$ cat src/rtl/core/gpc_pkg.sv
// Shared types and constants for the grid path counter.
// Used by gpc_ctrl, gpc_datapath and grid_path_counter_top; no dependencies.
`default_nettype none

package gpc_pkg;

    // Width of the rows / cols request fields
    localparam int DIM_BITS = 7;
    // Width of the path_count result field
    localparam int COUNT_OUT_BITS = 32;

    typedef enum logic [2:0] {
        ST_IDLE,
        ST_CHECK,
        ST_MUL,
        ST_DIV,
        ST_COMMIT,
        ST_FINISH
    } gpc_state_t;

    // Commands from the controller to the datapath
    typedef struct packed {
        logic load;
        logic mul;
        logic div;
        logic commit;
        logic publish;
    } gpc_cmd_t;

    // Status from the datapath to the controller
    typedef struct packed {
        logic more;
        logic div_last;
    } gpc_status_t;

endpackage

`default_nettype wire

$ cat src/rtl/core/gpc_datapath.sv
// Datapath of the grid path counter: operand registers, multiplier,
// restoring divider and result register. Depends on gpc_pkg.
`default_nettype none

module gpc_datapath
    import gpc_pkg::*;
#(
    parameter int MAX_DIM    = 64,
    parameter int COUNT_BITS = 32
) (
    input  wire logic                      clk,
    input  wire logic                      rst_n,
    input  wire gpc_cmd_t                  cmd,
    output gpc_status_t                    status,
    input  wire logic [DIM_BITS-1:0]       rows,
    input  wire logic [DIM_BITS-1:0]       cols,
    output logic [COUNT_OUT_BITS-1:0]      path_count,
    output logic                           overflow
);

    localparam int PW    = COUNT_BITS + DIM_BITS;
    localparam int CNT_W = $clog2(PW);
    localparam int WIDE  = (COUNT_BITS > COUNT_OUT_BITS) ? COUNT_BITS : COUNT_OUT_BITS;
    localparam logic [DIM_BITS-1:0] DIM_MAX = DIM_BITS'(MAX_DIM);

    logic [DIM_BITS-1:0]       rows_c;
    logic [DIM_BITS-1:0]       cols_c;
    logic [DIM_BITS-1:0]       dim_lo;
    logic [DIM_BITS-1:0]       dim_hi;
    logic [DIM_BITS-1:0]       k_val;
    logic [DIM_BITS:0]         rem_shift;
    logic                      rem_fit;
    logic                      quo_over;
    logic [WIDE-1:0]           acc_wide;

    logic [DIM_BITS-1:0]       base_reg;
    logic [DIM_BITS-1:0]       r_reg;
    logic [DIM_BITS-1:0]       i_reg;
    logic                      zero_reg;
    logic                      ovf_reg;
    logic [COUNT_BITS-1:0]     acc_reg;
    logic [PW-1:0]             quo_reg;
    logic [DIM_BITS-1:0]       rem_reg;
    logic [CNT_W-1:0]          cnt_reg;
    logic [COUNT_OUT_BITS-1:0] path_count_reg;
    logic                      overflow_reg;

    // Clamp dimensions and pick the short and long side
    always_comb
    begin
        rows_c = (rows > DIM_MAX) ? DIM_MAX : rows;
        cols_c = (cols > DIM_MAX) ? DIM_MAX : cols;
        dim_lo = (rows_c < cols_c) ? rows_c : cols_c;
        dim_hi = (rows_c < cols_c) ? cols_c : rows_c;
    end

    // Numerator factor of the current step: (long side - 1) + i
    assign k_val = base_reg + i_reg;

    // One restoring division step on the product
    assign rem_shift = {rem_reg, quo_reg[PW-1]};
    assign rem_fit   = (rem_shift >= {1'b0, i_reg});
    assign quo_over  = |quo_reg[PW-1:COUNT_BITS];
    assign acc_wide  = WIDE'(acc_reg);

    assign status.more     = !zero_reg && !ovf_reg && (i_reg <= r_reg);
    assign status.div_last = (cnt_reg == CNT_W'(PW - 1));

    // Operand, accumulator and divider registers
    always_ff @(posedge clk)
    begin
        if (cmd.load)
        begin
            base_reg <= dim_hi - DIM_BITS'(1);
            r_reg    <= dim_lo - DIM_BITS'(1);
            i_reg    <= DIM_BITS'(1);
            zero_reg <= (dim_lo == '0);
            ovf_reg  <= 1'b0;
            acc_reg  <= (dim_lo == '0) ? '0 : COUNT_BITS'(1);
        end
        if (cmd.mul)
        begin
            quo_reg <= PW'(acc_reg) * PW'(k_val);
            rem_reg <= '0;
            cnt_reg <= '0;
        end
        if (cmd.div)
        begin
            quo_reg <= {quo_reg[PW-2:0], rem_fit};
            rem_reg <= rem_fit ? DIM_BITS'(rem_shift - {1'b0, i_reg})
                               : rem_shift[DIM_BITS-1:0];
            cnt_reg <= cnt_reg + CNT_W'(1);
        end
        // Accept the quotient or saturate and stop
        if (cmd.commit)
        begin
            if (quo_over)
            begin
                ovf_reg <= 1'b1;
                acc_reg <= '1;
            end
            else
            begin
                acc_reg <= quo_reg[COUNT_BITS-1:0];
                i_reg   <= i_reg + DIM_BITS'(1);
            end
        end
    end

    // Result register, loaded when the controller hands the result out
    always_ff @(posedge clk)
    begin
        if (cmd.publish)
        begin
            path_count_reg <= acc_wide[COUNT_OUT_BITS-1:0];
            overflow_reg   <= ovf_reg;
        end
    end

    assign path_count = path_count_reg;
    assign overflow   = overflow_reg;

    // Remainder of an exact division step stays below the divisor
    a_rem_below_div: assert property (@(posedge clk) disable iff (!rst_n)
        cmd.div |=> (rem_reg < i_reg))
        else $error("divider remainder reached the divisor");

    // A step that fits advances the step index by one
    a_step_advance: assert property (@(posedge clk) disable iff (!rst_n)
        (cmd.commit && !quo_over) |=> (i_reg == $past(i_reg) + DIM_BITS'(1)))
        else $error("step index did not advance");

    // Saturation ends the iteration
    a_ovf_stops: assert property (@(posedge clk) disable iff (!rst_n)
        (cmd.commit && quo_over) |=> !status.more)
        else $error("iteration continued after saturation");

endmodule

`default_nettype wire

$ cat src/rtl/core/gpc_ctrl.sv
// Controller of the grid path counter: sequences load, multiply, divide,
// commit and hand-off; owns the request handshakes. Depends on gpc_pkg.
`default_nettype none

module gpc_ctrl
    import gpc_pkg::*;
(
    input  wire logic        clk,
    input  wire logic        rst_n,
    input  wire logic        in_valid,
    output logic             in_ready,
    output logic             out_valid,
    input  wire logic        out_ready,
    output gpc_cmd_t         cmd,
    input  wire gpc_status_t status
);

    gpc_state_t state_reg;
    gpc_state_t state_next;
    logic       out_valid_reg;
    logic       out_valid_next;

    // Hold state and result-valid flag
    always_ff @(posedge clk or negedge rst_n)
    begin
        if (!rst_n)
        begin
            state_reg     <= ST_IDLE;
            out_valid_reg <= 1'b0;
        end
        else
        begin
            state_reg     <= state_next;
            out_valid_reg <= out_valid_next;
        end
    end

    // Next state and datapath commands
    always_comb
    begin
        state_next = state_reg;
        cmd        = '0;
        in_ready   = 1'b0;
        unique case (state_reg)
            ST_IDLE:
            begin
                in_ready = 1'b1;
                if (in_valid)
                begin
                    cmd.load   = 1'b1;
                    state_next = ST_CHECK;
                end
            end
            ST_CHECK:
            begin
                state_next = status.more ? ST_MUL : ST_FINISH;
            end
            ST_MUL:
            begin
                cmd.mul    = 1'b1;
                state_next = ST_DIV;
            end
            ST_DIV:
            begin
                cmd.div = 1'b1;
                if (status.div_last)
                begin
                    state_next = ST_COMMIT;
                end
            end
            ST_COMMIT:
            begin
                cmd.commit = 1'b1;
                state_next = ST_CHECK;
            end
            ST_FINISH:
            begin
                if (!out_valid_reg || out_ready)
                begin
                    cmd.publish = 1'b1;
                    state_next  = ST_IDLE;
                end
            end
            default:
            begin
                state_next = ST_IDLE;
            end
        endcase
    end

    // Raise valid on hand-off, drop it when the result request is taken
    always_comb
    begin
        priority if (cmd.publish)
        begin
            out_valid_next = 1'b1;
        end
        else if (out_ready)
        begin
            out_valid_next = 1'b0;
        end
        else
        begin
            out_valid_next = out_valid_reg;
        end
    end

    assign out_valid = out_valid_reg;

    // Never overwrite a result that is still waiting
    a_no_overwrite: assert property (@(posedge clk) disable iff (!rst_n)
        cmd.publish |-> (!out_valid_reg || out_ready))
        else $error("result overwritten before it was taken");

endmodule

`default_nettype wire

$ cat src/rtl/core/grid_path_counter_top.sv
// Grid path counter: one request (rows, cols) gives one result, the number of
// monotone right/down paths across the grid, C(rows+cols-2, min(rows,cols)-1),
// computed exactly by acc <- acc * k / i for i = 1 .. min-1. Each step runs a
// multiply, a division in a bit-serial restoring divider, then commit and check.
// Dimensions above MAX_DIM are clamped; a zero dimension gives 0. A count above
// 2^COUNT_BITS-1 saturates there, raises overflow and ends the iteration early.
// A new request is accepted while the previous result still waits in the output
// register.
// Depends on gpc_pkg, gpc_ctrl and gpc_datapath.
`default_nettype none

module grid_path_counter_top
    import gpc_pkg::*;
#(
    parameter int MAX_DIM    = 64,
    parameter int COUNT_BITS = 32
) (
    input  wire logic                      clk,
    input  wire logic                      rst_n,
    input  wire logic                      in_valid,
    output logic                           in_ready,
    input  wire logic [DIM_BITS-1:0]       rows,
    input  wire logic [DIM_BITS-1:0]       cols,
    output logic                           out_valid,
    input  wire logic                      out_ready,
    output logic [COUNT_OUT_BITS-1:0]      path_count,
    output logic                           overflow
);

    gpc_cmd_t    cmd;
    gpc_status_t status;

    gpc_ctrl u_ctrl (
        .clk       (clk),
        .rst_n     (rst_n),
        .in_valid  (in_valid),
        .in_ready  (in_ready),
        .out_valid (out_valid),
        .out_ready (out_ready),
        .cmd       (cmd),
        .status    (status)
    );

    gpc_datapath #(
        .MAX_DIM    (MAX_DIM),
        .COUNT_BITS (COUNT_BITS)
    ) u_datapath (
        .clk        (clk),
        .rst_n      (rst_n),
        .cmd        (cmd),
        .status     (status),
        .rows       (rows),
        .cols       (cols),
        .path_count (path_count),
        .overflow   (overflow)
    );

endmodule

`default_nettype wire

$ cat config.mk
export PLATFORM = sky130hd
export DESIGN_NAME = grid_path_counter_top
export DESIGN_NICKNAME = d
export VERILOG_FILES = /design/src/rtl/core/gpc_pkg.sv /design/src/rtl/core/gpc_datapath.sv /design/src/rtl/core/gpc_ctrl.sv /design/src/rtl/core/grid_path_counter_top.sv
export SDC_FILE = /design/constraint.sdc
export NUM_CORES = 1
export LEC_CHECK = 0
export ABC_CLOCK_PERIOD_IN_PS = 6730
export BUFFER_PORTS_ARGS = -buffer_cell sky130_fd_sc_hd__buf_2
export CAP_MARGIN = 5
export CORE_ASPECT_RATIO = 0.8
export CORE_MARGIN = 2
export CORE_UTILIZATION = 45
export CTS_CLUSTER_DIAMETER = 30
export DETAILED_ROUTE_END_ITERATION = 8
export GPL_ROUTABILITY_DRIVEN = 0
export SLEW_MARGIN = 20
export SYNTH_ARGS = -nofsm -noshare
export SYNTH_HDL_FRONTEND = slang
export SYNTH_SLANG_ARGS = --single-unit
$ cat constraint.sdc
create_clock -name clk -period 6.73 [get_ports clk]
set_input_delay 0.3365 -clock clk [delete_from_list [all_inputs] [get_ports clk]]
set_output_delay 0.3365 -clock clk [all_outputs]
set_load 0.02 [all_outputs]
* Word level (Yosys, flattened, before mapping)
Index checks and enable logic that the tools add are counted.
Widths: inputs -> output; s select.
** Word-level totals
- Register bits after elaboration :: 144
- Output and inout bits :: 35
- Word-level logic and storage cells :: 83
** Operators by class
- $add $sub $neg :: 6
- $mul :: 1
- $lt $le $gt $ge :: 5
- Eq/ne operators :: 9
- Mux-type cells :: 36
- Reductions and logical operators :: 13
** Operator list (number)
- $mux 32 :: 3
- $mux 39 :: 2
- $mux 7 :: 10
- $mul 32x7->39 :: 1
- $pmux 3 s6 :: 1
- $gt 7x7->1 const B :: 2
- $mux 1 :: 14
- $sub 7x1->7 const B :: 2
- $mux 3 :: 4
- $mux 6 :: 2
- $ge 8x7->1 :: 1
- $add 7x1->7 const B :: 1
- $add 7x7->7 :: 1
- $le 7x7->1 :: 1
- $logic_not 7->1 :: 1
- $lt 7x7->1 :: 1
- $reduce_or 7->1 :: 1
- $sub 7x7->7 :: 1
- $add 6x1->6 const B :: 1
- $eq 3x2->1 const B :: 2
- $eq 3x3->1 const B :: 2
- $eq 6x6->1 const B :: 1
- $reduce_bool 2->1 :: 3
- $ne 2x2->1 const B :: 2
- 7 further kinds :: 10

* Depth between registers and ports, before layout
Gate-level depths: netlist of the first run.
- Depth after elaboration :: 8
- Gate-level depth with buffers :: 28
- Mapped depth without buffers :: 26

* Cells and area by module
Synthesis of the first run repeated with hierarchy kept, for this count alone.
** Second synthesis, totals
- Cell total of the unflattened synthesis :: 1487
- Area, all modules :: 14122.3 um2
** Modules (own cells, without submodules)
- gpc_datapath :: times used 1, cells each 1454, area each 13822.0 um2, seq. area each 4124.0 um2
- gpc_ctrl :: times used 1, cells each 33, area each 300.3 um2, seq. area each 100.1 um2

* Worst setup path after synthesis of the first run
OpenSTA, ideal clock, no wires.
- Path kind :: reg2reg
- Start :: register u_datapath.base_reg[0]
- End :: register u_datapath.quo_reg[36], data pin
- Data arrival time :: 6.174 ns
- Required time :: 6.474 ns
- Slack :: 0.300 ns
- Cell stages (with the launch flop) :: 28
- Clock period less this slack :: 6.430 ns
- Cells stage by stage :: edfxtp_1 ha_1 fa_1 a21oi_1 nor2_1 nor2_1 o21bai_1 a21oi_1 xnor2_1 clkbuf_1 and2_1 fa_1 inv_1 fa_1 inv_1 fa_1 inv_1 fa_1 inv_1 ha_1 o21a_1 o21a_1 o21a_1 nor3_2 o31ai_4 a31o_1 a311o_1 o211a_1
** On the way
- Cells in the longest elaborated chain, start to end :: 4
** RTL lines
- start, declared :: RTL line gpc_datapath.sv:36 : logic [DIM_BITS-1:0] base_reg;
- start signal, assigned :: RTL line gpc_datapath.sv:74 : base_reg <= dim_hi - DIM_BITS'(1);
- $add 7x7->7 :: RTL line gpc_datapath.sv:58 : assign k_val = base_reg + i_reg;
- $mul 32x7->39 :: RTL line gpc_datapath.sv:83 : quo_reg <= PW'(acc_reg) * PW'(k_val);
- $mux 39 :: RTL line gpc_datapath.sv:81 : if (cmd.mul)
- $mux 39 :: RTL line gpc_datapath.sv:87 : if (cmd.div)
- end signal, assigned :: RTL line gpc_datapath.sv:83
- end signal, assigned :: RTL line gpc_datapath.sv:89 : quo_reg <= {quo_reg[PW-2:0], rem_fit};
- end, declared :: RTL line gpc_datapath.sv:42 : logic [PW-1:0] quo_reg;
No other way between the ends. The select of a mux whose other input is x is not followed.
A chain may end at the register's enable or synchronous reset.

* Worst setup path in the final report of the first run
- Start :: register u_datapath.base_reg[0]
- End :: register u_datapath.quo_reg[31], data pin
The elaborated chain is that of the path after synthesis.

==> reports/results.ini, run 1 <==
[worst_setup_path]
cp_slowest_cell=fa_1
crit_path_max_incr_delay_ps=560
r2r_end=u_datapath.quo_reg[31]
cp_max_fo=8
rr_worst_depth=28
regToRegStartpoint=u_datapath.base_reg[0]
cp_data_arrival_time_ps=6750
end_kind=flop
crit_required_ps=6900
cp-startpoint=u_datapath.base_reg[0]
crit_path_start_kind=flop
critical_path_class=reg2reg
cp-endpoint=u_datapath.quo_reg[31]
r2r_slack_ps=150

[min_path]
worstHoldPathType=in2reg
min_from=in_valid

[logic_synthesis]
synth_mux_area_share_pct=1.78
synthAdderAreaFrac_pct=29.6
synth_top_area_share_pct=28.4
synth_seq_cells=144
synth_cells=1469
syn_area_mm2=0.0140
yosys.area_share.xor_xnor_pct=2.95
synth_compound_area_share_pct=9.60
synth_simple_gate_area_share_pct=17.8
synth_top_area_cell=edfxtp_1
synth-warning-count=0
synth_edf_count=132
syn_area_per_cell_um2=9.50
postSynth.asyncResetShare_pct=2.78
synth_ff_type=edfxtp_1
synthTopCellsByArea=edfxtp_1 (28%), fa_1 (22%), ha_1 (8.0%)
synth.distinct_cells=67
seq_area_frac_synth_pct=30.3
synth_fp_nets=1727
synth_top_family_by_area=adder cells

[grt]
grt_max_degree=55
grt_first_pass_wirelength_um=56200
grt_pass1_vias=10900
grt_overflow=0
grt_antenna_before_repair=0
track_usage_pct=21.8

[layout]
largest_reg_flops=39
area_growth_pct=17.4
final_layout_size_suffix_gt1_share_pct=17.3
final.fill_count=2810
mostFrequentLayoutCells=inv_1 (227), nand2_1 (153), fa_1 (147)
n_antenna_cell=0
finalCoreUtilization_pct=53.8
nNetsFinal=1832
layout_commonest_cell=inv_1

[floorplan]
coreArea_mm2=0.0305
ioPinCount=53
rows=57
die_height_um=161
start_util_pct=45.8
die-width_um=201
dieArea_mm2=0.0324

[clock_network]
root_buffer=clkbuf_16
clkSinkCount=144
insertion_delay_ps=440
htreeDepth=4
cts.clk_slew.worst_paths_ps=60
cts_tree=built
clockBufferDepth=2
cts_buffers=17

[placement]
port_buffers=52
hpwl_um=24600

[timing]
hold_viol=0
hold_ws_ps=213
max_freq_mhz=152
setup_viol=0
worst_pin_slew_ps=1070
slew_headroom_pct=28.3
fin_crit_sh_pct=97.8
report.final.slew_viol_count=0
fin_worst_skew_ps=11.4
fin_crit_ps=6580
rsz0062_at_grt=true

[drt]
vias=10500
drt-vias-per-instance=5.25
drt_iter0_drc=649
drtPass1Iterations=5
remaining_drc_errors=0
ant_nets=0
wire_per_inst_um=17.0
wl_um=34100

[outcome]
status=completed

[job]
maxCapViolCount=0

## through the flow
step | instance area, um^2 | setup WS [ps] | instances | TNS [ps]
after detailed placement | 15100 | -238 | 1956 | -1960
final | 16400 | 146 | 2000 | 0
after global placement | 15100 | -63.8 | 1956 | -135
after global routing | 16400 | -158 | 2000 | -545
after floorplan | 14000 | 300 | 1469 | 0
after CTS | 15900 | 21.9 | 1994 | 0
## worst min-delay path by stage
stage               slack [ps]  cells past startpoint                  end
CTS                        200                      3  u_ctrl.state_reg[0]
finish                     210                      3  u_ctrl.state_reg[0]
floorplan                   40                      0     u_ctrl.out_valid
global route               230                      2  u_ctrl.state_reg[1]
detailed placement         140                      1     u_ctrl.out_valid
global placement           140                      1     u_ctrl.out_valid
## synthesized netlist by cell type (3+ instances only)
cell type  number
o21ai_0        39
a21o_1         19
mux4_2          3
nand3_1        17
ha_1           89
o21ai_1         3
nor3b_1         3
dfxtp_1         8
nor2_1        141
buf_2           3
o21bai_1        8
o211ai_1        4
and4_1          3
nand4_1        10
a21oi_1        73
mux2i_1        17
a21boi_0        3
a211oi_1        6
edfxtp_1      132
a21oi_2         5
dfrtp_1         4
a31oi_1         9
and3_1          6
nand2_1       157
clkbuf_1       45
o21a_1          8
o31ai_1         6
nor3_1         13
nor2b_1        16
xnor2_1        27
fa_1          151
nand2b_1        6
xor2_1         20
a31o_2          3
inv_1         236
and2_1        134
## cell type report
cell class	count	area, um^2	area share (%)
Tap cell	413	517	3.16
Clock inverter	10	136	0.833
Timing Repair Buffer	137	928	5.67
Inverter	236	886	5.41
Sequential cell	144	4220	25.8
Clock buffer	22	464	2.83
Multi-Input combinational cell	1038	9220	56.3
## worst max-delay path, delay by kind of cell, from the launching register on
family                     cells  cell delay [ps]
buffers and inverters          6              610
and+or+nand+nor                5              700
AOI/OAI and AO/OA              9             1490
adders and majority gates      7             2980
DFF                            1              410
xor gates and xnor gates       1              150
## kinds of logic (layout without fill, tap and decap cells)
| kind of cell | after synthesis | after routing |
|---|---|---|
| buf+inv | 288 | 405 |
| flops | 144 | 144 |
| mux | 21 | 21 |
| simple gates | 518 | 518 |
| compound gates | 211 | 211 |
| xor+xnor | 47 | 48 |
| fa+ha+maj | 240 | 240 |
## what timing repair did
action | in CTS | in global routing
hold endpoints to repair | 4 | 0
buffers inserted | 4 | 8
resized for setup | 13 | 97
pin swaps | 9 | 78
hold buffers | 1 | 0
setup endpoints to repair | 14 | 20
cloned | 1 | 0
## per-layer routing
metal,GRT usage (%),wire length (um),up-vias
met5,0,0,-
met1,31.9,16800,5297
met2,34.5,15600,202
met3,3.01,1320,26
met4,4.58,371,0
li1,-,-,4973
Power of run 1 is left out: the tool's default activity adds up to more than one toggle a clock period on the data nets, which glitch-free logic cannot reach.
==> run 2: changes to the inputs <==
- ABC_CLOCK_PERIOD_IN_PS: 6730 -> 5400
- CORE_UTILIZATION: 45 -> 55
- PLACE_DENSITY: unset -> 0.75
- clock period: 6.73 -> 5.4 ns (I/O delays scaled with it)
==> run 2 against run 1 <==
  * Via count rose by 4.8%
  * Clock skew rose by 3.9 ps
  * Critical endpoint is now u_datapath.quo_reg[36]
  * The run now ends with setup timing left
  * Final cell count fell by 0.40%
  * Register-to-register slack got worse by 990 ps
  * Die area fell by 18%
  * Sequential share of layout area fell by 0.93 points
  * Sequential cell count did not move
  * Global-route usage rose by 5.6 points
  * Core utilization rose by 14 points
  * Clock-buffer cell count fell by 5
==> reports/results.ini, run 2 (same netlist as run 1, synthesis figures left out) <==
[clock_network]
clockBufferDepth=2  ; unchanged
cts_tree=built  ; unchanged
insertion_delay_ps=440  ; about the same
cts.clk_slew.worst_paths_ps=70  ; was 60 ps
htreeDepth=4  ; unchanged
root_buffer=clkbuf_16  ; unchanged
cts_buffers=17  ; unchanged
clkSinkCount=144  ; unchanged

[floorplan]
start_util_pct=55.6  ; was 45.8%
dieArea_mm2=0.0267  ; was 0.0324 mm^2
die_height_um=146  ; was 161 um
rows=52  ; was 57
die-width_um=182  ; was 201 um
coreArea_mm2=0.0251  ; was 0.0305 mm^2
ioPinCount=53  ; unchanged

[layout]
nNetsFinal=1913  ; was 1832
layout_commonest_cell=inv_1  ; unchanged
n_antenna_cell=0  ; unchanged
stdcell_area_mm2=0.0170  ; was 0.0164 mm^2
largest_reg_flops=39  ; unchanged
area_growth_pct=21.8  ; was 17.4%
final_layout_size_suffix_gt1_share_pct=22.9  ; was 17.3%
mostFrequentLayoutCells=inv_1 (228), buf_4 (157), nand2_1 (150)  ; was inv_1 (227), nand2_1 (153), fa_1 (147)
final.fill_count=1873  ; was 2810
instances_no_fill=1992  ; was 2000

[timing]
fin_crit_sh_pct=116  ; was 97.8%
tns_ps=-19470  ; was 0 ps
report.final.slew_viol_count=0  ; unchanged
fin_ws_ps=-848  ; was 146 ps
fin_crit_ps=6250  ; was 6580 ps
hold_ws_ps=156  ; was 213 ps
slew_headroom_pct=35.7  ; was 28.3%
max_freq_mhz=160  ; was 152 MHz
hold_viol=0  ; unchanged
rsz0062_at_grt=true  ; unchanged
fin_worst_skew_ps=15.4  ; was 11.4 ps
setup_viol=31  ; was 0
worst_pin_slew_ps=962  ; was 1070 ps

[grt]
grt_max_degree=69  ; was 55
grt_overflow=0  ; unchanged
grt_pass1_vias=11300  ; was 10.9k
grt_antenna_before_repair=0  ; unchanged
track_usage_pct=27.4  ; was 21.8%
grt_first_pass_wirelength_um=57400  ; was 56200 um

[drt]
dr_wl_met2_um=16300  ; was 15600 um
wl_um=34800  ; was 34100 um
drtPass1Iterations=6  ; was 5
vias=11000  ; was 10.5k
drt-vias-per-instance=5.52  ; was 5.25
ant_nets=0  ; unchanged
drt_iter0_drc=861  ; was 649
wl_met3_um=2180  ; was 1320 um
wire_per_inst_um=17.5  ; was 17.0 um
highest_layer=met4  ; unchanged
remaining_drc_errors=0  ; unchanged
drt-met1-wl_um=15700  ; was 16800 um

[worst_setup_path]
end_kind=flop  ; unchanged
rr_worst_depth=25  ; was 28
cp-startpoint=u_datapath.base_reg[0]  ; unchanged
crit_path_start_kind=flop  ; unchanged
crit_required_ps=5590  ; was 6900 ps
critical_path_class=reg2reg  ; unchanged
cp_num_buf_inv=3  ; was 6
cp_max_fo=15  ; was 8
crit_top_cell=fa_1
r2r_end=u_datapath.quo_reg[36]  ; was u_datapath.quo_reg[31]
cp_data_arrival_time_ps=6440  ; was 6750 ps
crit_path_max_incr_delay_ps=590  ; was 560 ps
r2r_slack_ps=-850  ; was 150 ps
regToRegStartpoint=u_datapath.base_reg[0]  ; unchanged
cp_top_family=adder cells  ; unchanged
cp_slowest_cell=fa_1  ; unchanged

[job]
maxCapViolCount=0  ; unchanged

[placement]
hpwl_um=24900  ; was 24600 um
dp.cells=1944  ; was 1956
place_area_mm2=0.0160  ; was 0.0151 mm^2
port_buffers=52  ; unchanged

[min_path]
worstHoldPathType=in2reg  ; unchanged
hold_depth=3  ; unchanged
whs_endpoint=u_ctrl.state_reg[0]  ; unchanged
min_from=in_valid  ; unchanged

[outcome]
status=finished with violations  ; was completed
violations=setup timing

==> run 2: changes by cell type in the layout (fill, tap and decap cells not counted), moves of 7 or more <==
cell	previous run	this run
buf_4	79	157
a21oi_1	61	50
a21oi_2	14	23
xnor2_2	0	8
o21ai_0	31	24
==> run 2: worst max path at each step <==
stage | endpoint | slack [ps] | depth (start not counted)
finish | u_datapath.quo_reg[36] | -850 | 25
floorplan | u_datapath.quo_reg[36] | -550 | 28
global route | u_datapath.quo_reg[26] | -1150 | 27
global placement | u_datapath.quo_reg[36] | -810 | 26
CTS | u_datapath.quo_reg[37] | -840 | 26
detailed placement | u_datapath.quo_reg[36] | -950 | 25
==> run 2: what timing repair did <==
| item | in CTS | in global routing |
|---|---|---|
| endpoints found under the setup margin | 31 | 32 |
| pin swaps | 13 | 7 |
| buffers inserted | 9 | 6 |
| gates resized for setup | 48 | 22 |
| hold endpoints to repair | 4 | 0 |
| hold buffers | 1 | 0 |
==> run 2: routing by layer <==
metal  global-route usage, %  up-vias
li1                        -     5144
met1                    38.9     5436
met2                    44.1      383
met3                    4.04       42
met4                    7.62        0
met5                       0        -
==> run 2: area by class of cell <==
type | instances | area, um^2 | area share [%]
Inverter | 236 | 886 | 5.21
Clock inverter | 15 | 140 | 0.825
Timing Repair Buffer | 219 | 1600 | 9.43
Sequential cell | 144 | 4220 | 24.9
Clock buffer | 17 | 425 | 2.50
Tap cell | 324 | 405 | 2.39
Multi-Input combinational cell | 1037 | 9310 | 54.8
==> run 2: metrics by stage <==
step | utilization, % | setup WS (ps)
floorplan | - | -548
global placement | 63.7 | -808
detailed placement | 63.7 | -947
CTS | 67.1 | -841
global route | 67.6 | -1150
finish | 67.6 | -848
==> run 2: worst min-delay path: cells and delay by family <==
family,cells,cell delay [ps]
buffers and inverters,1,110
AOI/OAI and AO/OA,1,70
and+or+nand+nor,1,100
Power of run 2 is left out for the same reason.
